===== src/rtl/core/ckc_pkg.sv =====
// ----------------------------------------------------------------------------
// ckc_pkg
// Shared types and constants of the canonical k-mer counter.
// ----------------------------------------------------------------------------
package ckc_pkg;

    localparam int MAX_K_DEF      = 8;
    localparam int COUNT_BITS_DEF = 32;

    localparam int KLEN_W      = 4;
    localparam int CHAR_W      = 8;
    localparam int IDX_W       = 16;
    localparam int COUNT_OUT_W = 32;
    localparam int RIDX_W      = 17;
    localparam int CFG_IDX_W   = 8;
    localparam int CFG_DATA_W  = 8;

    // request types
    localparam logic [1:0] REQ_BASE = 2'd0;
    localparam logic [1:0] REQ_EOS  = 2'd1;
    localparam logic [1:0] REQ_READ = 2'd2;

    // configuration register indexes
    localparam logic [CFG_IDX_W-1:0] CFG_KMER_LENGTH    = 8'd0;
    localparam logic [CFG_IDX_W-1:0] CFG_CANONICAL_MODE = 8'd1;
    localparam logic [CFG_IDX_W-1:0] CFG_INDEX_BASE     = 8'd2;

    localparam logic [KLEN_W-1:0] KMER_LENGTH_RST = 4'd3;

    // ASCII bases and their 2-bit codes (lexicographic order)
    localparam logic [CHAR_W-1:0] CHAR_A = 8'h41;
    localparam logic [CHAR_W-1:0] CHAR_C = 8'h43;
    localparam logic [CHAR_W-1:0] CHAR_G = 8'h47;
    localparam logic [CHAR_W-1:0] CHAR_T = 8'h54;

    localparam logic [1:0] BASE_A = 2'd0;
    localparam logic [1:0] BASE_C = 2'd1;
    localparam logic [1:0] BASE_G = 2'd2;
    localparam logic [1:0] BASE_T = 2'd3;

    typedef struct packed {
        logic [1:0]        req_type;
        logic [CHAR_W-1:0] base_char;
        logic [IDX_W-1:0]  table_index;
        logic              read_clears;
    } req_word_t;

    typedef struct packed {
        logic [COUNT_OUT_W-1:0] count_value;
        logic [RIDX_W-1:0]      reported_index;
    } rsp_word_t;

    // table operation handed from the front end to the count table
    typedef struct packed {
        logic             op_count;
        logic             op_read;
        logic             read_clears;
        logic [IDX_W-1:0] table_index;
    } tbl_ctl_t;

endpackage


===== src/rtl/core/ckc_kmer_window.sv =====
// ----------------------------------------------------------------------------
// ckc_kmer_window
// Forward and reverse-complement windows, run length and canonical key.
// ----------------------------------------------------------------------------
module ckc_kmer_window #(
    parameter int MAX_K = ckc_pkg::MAX_K_DEF
) (
    input  logic                        clk,
    input  logic                        rst_n,
    input  logic                        step,
    input  logic                        restart,
    input  logic [ckc_pkg::CHAR_W-1:0]  base_char,
    input  logic [ckc_pkg::KLEN_W-1:0]  kmer_length,
    input  logic                        canonical_mode,
    output logic                        hit,
    output logic [2*MAX_K-1:0]          key
);

    localparam int WIN_W = 2 * MAX_K;
    localparam int SH_W  = ckc_pkg::KLEN_W + 1;

    logic [WIN_W-1:0]           fwd_reg, fwd_next;
    logic [WIN_W-1:0]           rc_reg, rc_next;
    logic [ckc_pkg::KLEN_W-1:0] run_reg, run_next;

    logic [ckc_pkg::KLEN_W-1:0] k_eff;
    logic [1:0]                 code;
    logic                       code_ok;
    logic [WIN_W-1:0]           mask;
    logic [SH_W-1:0]            top_sh;
    logic [WIN_W-1:0]           fwd_shift;
    logic [WIN_W-1:0]           rc_shift;
    logic [ckc_pkg::KLEN_W-1:0] run_inc;

    always_comb
    begin
        if (kmer_length == '0)
            k_eff = ckc_pkg::KLEN_W'(1);
        else if (kmer_length > ckc_pkg::KLEN_W'(MAX_K))
            k_eff = ckc_pkg::KLEN_W'(MAX_K);
        else
            k_eff = kmer_length;
    end

    always_comb
    begin
        code_ok = 1'b1;
        unique case (base_char)
            ckc_pkg::CHAR_A: code = ckc_pkg::BASE_A;
            ckc_pkg::CHAR_C: code = ckc_pkg::BASE_C;
            ckc_pkg::CHAR_G: code = ckc_pkg::BASE_G;
            ckc_pkg::CHAR_T: code = ckc_pkg::BASE_T;
            default:
            begin
                code    = ckc_pkg::BASE_A;
                code_ok = 1'b0;
            end
        endcase
    end

    assign mask      = ~({WIN_W{1'b1}} << {k_eff, 1'b0});
    assign top_sh    = {k_eff, 1'b0} - SH_W'(2);
    assign fwd_shift = ((fwd_reg << 2) | WIN_W'(code)) & mask;
    assign rc_shift  = ((rc_reg >> 2) | (WIN_W'(2'd3 - code) << top_sh)) & mask;
    assign run_inc   = (run_reg < k_eff) ? run_reg + 1'b1 : run_reg;

    // a k-mer is complete once the run holds k valid bases
    assign hit = step && code_ok && (run_inc >= k_eff);
    assign key = (canonical_mode && (rc_shift < fwd_shift)) ? rc_shift : fwd_shift;

    always_comb
    begin
        fwd_next = fwd_reg;
        rc_next  = rc_reg;
        run_next = run_reg;
        if (restart)
        begin
            fwd_next = '0;
            rc_next  = '0;
            run_next = '0;
        end
        else if (step)
        begin
            if (code_ok)
            begin
                fwd_next = fwd_shift;
                rc_next  = rc_shift;
                run_next = run_inc;
            end
            else
            begin
                run_next = '0;
            end
        end
    end

    always_ff @(posedge clk or negedge rst_n)
    begin
        if (!rst_n)
        begin
            fwd_reg <= '0;
            rc_reg  <= '0;
            run_reg <= '0;
        end
        else
        begin
            fwd_reg <= fwd_next;
            rc_reg  <= rc_next;
            run_reg <= run_next;
        end
    end

endmodule


===== config.mk =====
export PLATFORM = sky130hd
export DESIGN_NAME = ckc_kmer_window
export DESIGN_NICKNAME = d
export VERILOG_FILES = /design/src/rtl/core/ckc_pkg.sv /design/src/rtl/core/ckc_kmer_window.sv
export SDC_FILE = /design/constraint.sdc
export NUM_CORES = 1
export LEC_CHECK = 0
export BUFFER_PORTS_ARGS = -buffer_cell sky130_fd_sc_hd__buf_2
export CAP_MARGIN = 10
export CORE_UTILIZATION = 35
export CTS_BUF_LIST = sky130_fd_sc_hd__clkbuf_8 sky130_fd_sc_hd__clkbuf_16
export CTS_CLUSTER_DIAMETER = 60
export DETAILED_ROUTE_END_ITERATION = 8
export GPL_TIMING_DRIVEN = 0
export SYNTH_ARGS = -nofsm -noshare
export SYNTH_HDL_FRONTEND = slang
export SYNTH_SLANG_ARGS = --single-unit

===== constraint.sdc =====
create_clock -name clk -period 4.3 [get_ports clk]
set_clock_uncertainty 0.15 [all_clocks]
set_input_delay 0 -clock clk [delete_from_list [all_inputs] [get_ports clk]]
set_output_delay 0 -clock clk [all_outputs]
set_load 0.01 [all_outputs]

==> results of run 1 <==
[worst max-delay path, stage by stage]
cell and delay (ns):
buf_2 0.14, o21ba_2 0.28, nor2_4 0.19, inv_1 0.11, ha_1 0.40, nor3_4 0.27, a31oi_1 0.14, nor2_2 0.22
ha_1 0.26, and3_1 0.16, a221o_1 0.36, a221oi_2 0.35, o211ai_2 0.16, a41oi_4 0.26, buf_4 0.19, mux2_2 0.33
buf_2 0.14
[layout make-up]
| type | count | area (µm²) |
|---|---|---|
| Clock buffer | 5 | 68.8 |
| Buffer | 17 | 97.6 |
| Fill cell | 815 | 4470 |
| Sequential cell | 32 | 801 |
| Tap cell | 102 | 128 |
| Timing Repair Buffer | 36 | 198 |
| Inverter | 23 | 86.3 |
| Multi-Input combinational cell | 272 | 1840 |
[cells by family (layout without fill, tap and decap cells)]
family,Yosys count,count (layout),synth area share
compound gates,82,82,0.198
xor+xnor,5,5,0.0186
fa+ha+maj,25,25,0.113
buf+inv,40,81,0.0662
flops,32,32,0.290
mux,18,18,0.0698
simple gates,142,142,0.245
[metal layers]
| layer | GRT usage | vias up | routed length, µm |
|---|---|---|---|
| li1 | - | 1299 | - |
| met1 | 0.266 | 1306 | 3560 |
| met2 | 0.336 | 73 | 3720 |
| met3 | 0.0311 | 16 | 457 |
| met4 | 0.0741 | 0 | 186 |
| met5 | 0 | - | 0 |
[through the flow]
| step | worst slack (ns) | std cells | setup TNS [ns] | power (W) |
|---|---|---|---|---|
| after detailed placement | -0.579 | 477 | -7.69 | 0.000499 |
| after global routing | -0.00781 | 487 | -0.0114 | 0.000763 |
| after CTS | 0.125 | 486 | 0 | 0.000729 |
| after floorplan | 0.564 | 344 | 0 | 0.000441 |
| final | 0.199 | 487 | 0 | 0.000728 |
| after global placement | -0.582 | 477 | -7.75 | 0.000497 |
[layout by cell type (no fill, tap or decap), drive strengths merged, types with 2 or more instances in the layout]
cell type    count
nor3             7
a21o             8
buf             38
dfrtp           32
clkbuf          18
a41oi            5
o211ai           6
mux2             7
xnor2            2
nand2b           8
xor2             3
nor2b            5
or3              2
o21ai            6
mux2i           11
nand2           65
nor4bb           2
a31oi           10
dlygate4sd3      2
inv             23
nand3           12
and3             4
ha              25
a21oi           38
or4              4
and2             3
nor2            23
[how the worst max path moves through the flow]
| stage | end | slack, ns | from | cells after the start |
|---|---|---|---|---|
| global route | key[1] | -0.008 | kmer_length[1] | 17 |
| detailed placement | key[13] | -0.58 | kmer_length[3] | 17 |
| global placement | key[13] | -0.58 | kmer_length[3] | 17 |
| CTS | key[1] | 0.13 | kmer_length[2] | 17 |
| floorplan | key[13] | 0.56 | kmer_length[3] | 16 |
| finish | key[1] | 0.20 | kmer_length[2] | 17 |
[where the power goes]
group / leakage, nW / switching (W) / internal, W
registers: 0.447 / 0.000000171 / 0.000301
clock network: 0.0359 / 0.000110 / 0.000104
logic: 0.956 / 0.000126 / 0.0000868
[what timing repair did]
item,4_1_cts,5_1_grt
resized for setup,6,6
endpoints found under the hold margin,36,0
pin swaps,0,2
hold buffers,2,0
setup buffers,2,1
setup endpoints to repair,16,16
==> flow_summary.toml, run 1 <==
[worst_hold_path]
hp-start = "base_char[7]"
holdPathStages = 5
whs_endpoint = "run_reg[2]$_DFFE_PN0P_"
hp-class = "input pin to flop"

[setup_path]
critPathKind = "input pin to output port"
end_kind = "output port"
arrival_ns = 3.95
r2r-end = "run_reg[0]$_DFFE_PN0P_"
r2r_slack_ns = 2.08
required_ns = 4.15
reg2regPathDepth = 6
rr_startpoint = "run_reg[1]$_DFFE_PN0P_"
cp-start-kind = "input pin"
path_max_fanout = 7

[die]
design.core.area_mm2 = 0.00769
fp.dieW_um = 90.8
io_pins = 34
dieArea_mm2 = 0.00825
start_util = 0.359
rows = 32
die_h_um = 90.8

[clock_tree]
htree_levels = 2
clk_latency_ns = 0.29
root_buffer = "clkbuf_8"
cts_buffers = 5
path_clk_slew_ns = 0.06
numClockSinks = 32
cts_tree = "built"
clk_path_buf_depth = 2

[synth]
ys_ff_latch = 32
synthDominantCellAreaShare = 0.290
yosys_warnings = 0
synth_area_mm2 = 0.00276
yosys-top-cells-area = "dfrtp_1, ha_1, nand2_1, a21oi_1, mux2i_1"
synth_cell_types = 50
synth-main-ff-cell = "dfrtp_1"
avgSynthCellArea_um2 = 8.03
synth_top_cell_by_area = "dfrtp_1"
async_reset_ff_frac = 1.00
post-synth-top-count-cell = "nand2_1"
synth_edf_count = 0
synthCells = 344
ys_top_cells_by_count = "nand2_1, a21oi_1, dfrtp_1"
synth-seq-area-share = 0.290
syn_nets = 386

[placed_design]
io_buffer_count = 31
dpl_cell_area_mm2 = 0.00304
hpwl_mm = 6.01
gp_routability_congestion = 0.887

[layout]
n_antenna_cell = 0
nets = 429
synthToLayoutAreaGrowth_pct = 16.4
final_core_util = 0.418
final_area_mm2 = 0.00321
drive_above_1_share = 0.171

[sta]
hold_viol = 0
slew_violations = 0
setup_viol = 0
slew_headroom = 0.384
whs_ns = 0.0853
worst_pin_slew_ns = 0.920
timing.fmax_ghz = 0.244
fin_crit_ns = 4.10
post-route-period-util = 0.954

[global_routing]
antenna_found_initial = 0
grt_max_degree = 33
grt_pass1_vias = 2683
globalRouteOverflowTotal = 0
grt_usage = 0.203
grt_first_pass_wirelength_mm = 13.2

[routing]
routedWlPerCell_um = 16.3
drc = 0
vias = 2694
vias_per_cell = 5.53
antenna_left = 0
wl_mm = 7.92
first_pass_iters = 4
first_iter_violations = 229

[run_status]
status = "complete, no violations"

[run]
max-cap-violations = 0

[pwr]
power_density_mw_per_mm2 = 226
vdd_drop_max_mv = 0.125
power_leakage_nw = 1.44
No activity file was read; power rests on OpenSTA's default activity.
==> inputs of run 2 (changes only) <==
CORE_UTILIZATION = 41   (was 35)
REMOVE_ABC_BUFFERS = 1   (was not set)
==> flow_summary.toml, run 2 (synthesis gave the netlist of run 1 again) <==
[run_status]
status = "finished, violations left"
failed_checks = "design-rule violations"

[layout]
final_core_util = 0.507
synthToLayoutAreaGrowth_pct = 17.9
final_area_mm2 = 0.00326
drive_above_1_share = 0.193
seq_area_um2 = 801
nets = 420
final_common_cell = "nand2_1"
nFillCells = 658
multi_input_area_mm2 = 0.00184
layout_common_cells = "nand2_1, a21oi_1, dfrtp_1, buf_2, ha_1"
n_antenna_cell = 0

[clock_tree]
path_clk_slew_ns = 0.07
htree_levels = 2
clk_path_buf_depth = 2
root_buffer = "clkbuf_8"
cts_tree = "built"
clk_latency_ns = 0.29
numClockSinks = 32
cts_buffers = 5

[placed_design]
hpwl_mm = 5.00
gp_routability_congestion = 0.818
io_buffer_count = 33
dpl_cell_area_mm2 = 0.00293

[routing]
antenna_left = 0
vias_per_cell = 5.60
vias = 2552
first_pass_iters = 6
first_iter_violations = 108
drc = 4
wl_mm = 7.45
routedWlPerCell_um = 16.3

[pwr]
power_density_mw_per_mm2 = 260
power_leakage_nw = 1.48
switchingPower_w = 0.000252
power.share.combinational = 0.254
vdd_drop_max_mv = 0.168
p_clk_frac = 0.391
seq_power_share = 0.355
finalPower_w = 0.000847
netSwitchingFraction = 0.297
internal-power_w = 0.000596

[setup_path]
arrival_ns = 3.99
max_stage_delay_ns = 0.41
cp-start-kind = "input pin"
critPathSlowestCell = "ha_1"
path_max_fanout = 15
r2r_slack_ns = 2.10
crit_chain = "buf_2 -> o21ba_2 -> nor2_4 -> inv_1 -> ha_1 -> a21oi_2 -> a31oi_1 -> nor2_1 -> ha_1 -> a21o_1 -> a221o_1 -> a221oi_2 -> o211ai_2 -> a41oi_4 -> buf_12 -> mux2_2 -> buf_2"
rr_startpoint = "run_reg[1]$_DFFE_PN0P_"
required_ns = 4.15
crit_buf_inv = 4
reg2regPathDepth = 6
critPathTopFamily = "compound AO/OA/AOI/OAI gates"
r2r-end = "run_reg[0]$_DFFE_PN0P_"
end_kind = "output port"
critPathKind = "input pin to output port"

[sta]
post-route-period-util = 0.964
slew_violations = 0
tns_ns = 0
timing.fmax_ghz = 0.241
slew_headroom = 0.341
setup_viol = 0
worst_pin_slew_ns = 0.981
fin_crit_ns = 4.14
hold_viol = 0

[global_routing]
grt_first_pass_wirelength_mm = 12.4
grt_util_met2 = 0.358
globalRouteOverflowTotal = 0
grt_usage = 0.220
grt_pass1_vias = 2543
grt_max_degree = 37
met1_usage = 0.308
grt_busiest_layer = "met2"
antenna_found_initial = 0
grt_util_met3 = 0.0326

[worst_hold_path]
whs_endpoint = "fwd_reg[12]$_DFFE_PN0P_"
hp-start = "kmer_length[2]"
hp-class = "input pin to flop"
holdPathStages = 5

[die]
die_h_um = 84.1
io_pins = 34
rows = 29
fp.dieW_um = 84.1
dieArea_mm2 = 0.00707
design.core.area_mm2 = 0.00642
start_util = 0.430

[run]
max-cap-violations = 0
## run 2: cell count changes in the layout (fill, tap and decap cells not counted), sizes merged
cell    before  now
clkbuf      18    8
buf         38   41
bufinv       0    1
## run 2: how the worst max path moves through the flow
stage,start,end,depth (start not counted)
2_1_floorplan,kmer_length[2],key[1],14
3_3_place_gp,kmer_length[2],key[1],16
3_5_place_dp,kmer_length[2],key[5],16
4_1_cts,kmer_length[2],key[5],17
5_1_grt,kmer_length[2],key[1],17
6_report,kmer_length[2],key[5],17
## run 2: power by group through the flow
stage / Clock (W) / Sequential (W) / Combinational, W
floorplan: 0 / 0.000307 / 0.000117
CTS: 0.000339 / 0.000301 / 0.000200
global route: 0.000347 / 0.000301 / 0.000235
finish: 0.000332 / 0.000301 / 0.000215
detailed placement: 0 / 0.000307 / 0.000178
global placement: 0 / 0.000307 / 0.000176
## run 2: layout make-up
class,instances,area share
inverters,23,0.0265
repair buffers,44,0.0945
clock inverters,1,0.00922
well taps,77,0.0296
clock buffers,7,0.0296
flip-flops and latches,32,0.246
multi-input cells,272,0.565
## run 2: stage by stage
step                      hold WS, ns  setup WS (ns)  instances
after CTS                      0.0983       0.000109        451
after global routing            0.147        -0.0378        456
after global placement        -0.0296         -0.653        437
after detailed placement      -0.0147         -0.634        437
after floorplan                -0.446          0.538        327
final                          0.0984          0.156        456
## run 2: tightest hold or removal path, cell delays in order
cell	delay, ns
buf_2	0.18
nand2_1	0.09
nand2_1	0.08
nand3_1	0.09
a21oi_1	0.06
## run 2: routing by layer
metal,vias up,share of wire
met5,-,0
met4,0,0.0071
met3,8,0.035
met2,53,0.47
met1,1212,0.49
li1,1279,-
## run 2: timing repair
action	CTS	global route
endpoints found under the hold margin	36	0
setup endpoints to repair	16	16
buffers inserted	4	3
pin swaps	1	2
gates resized for setup	5	8
hold buffers	2	0
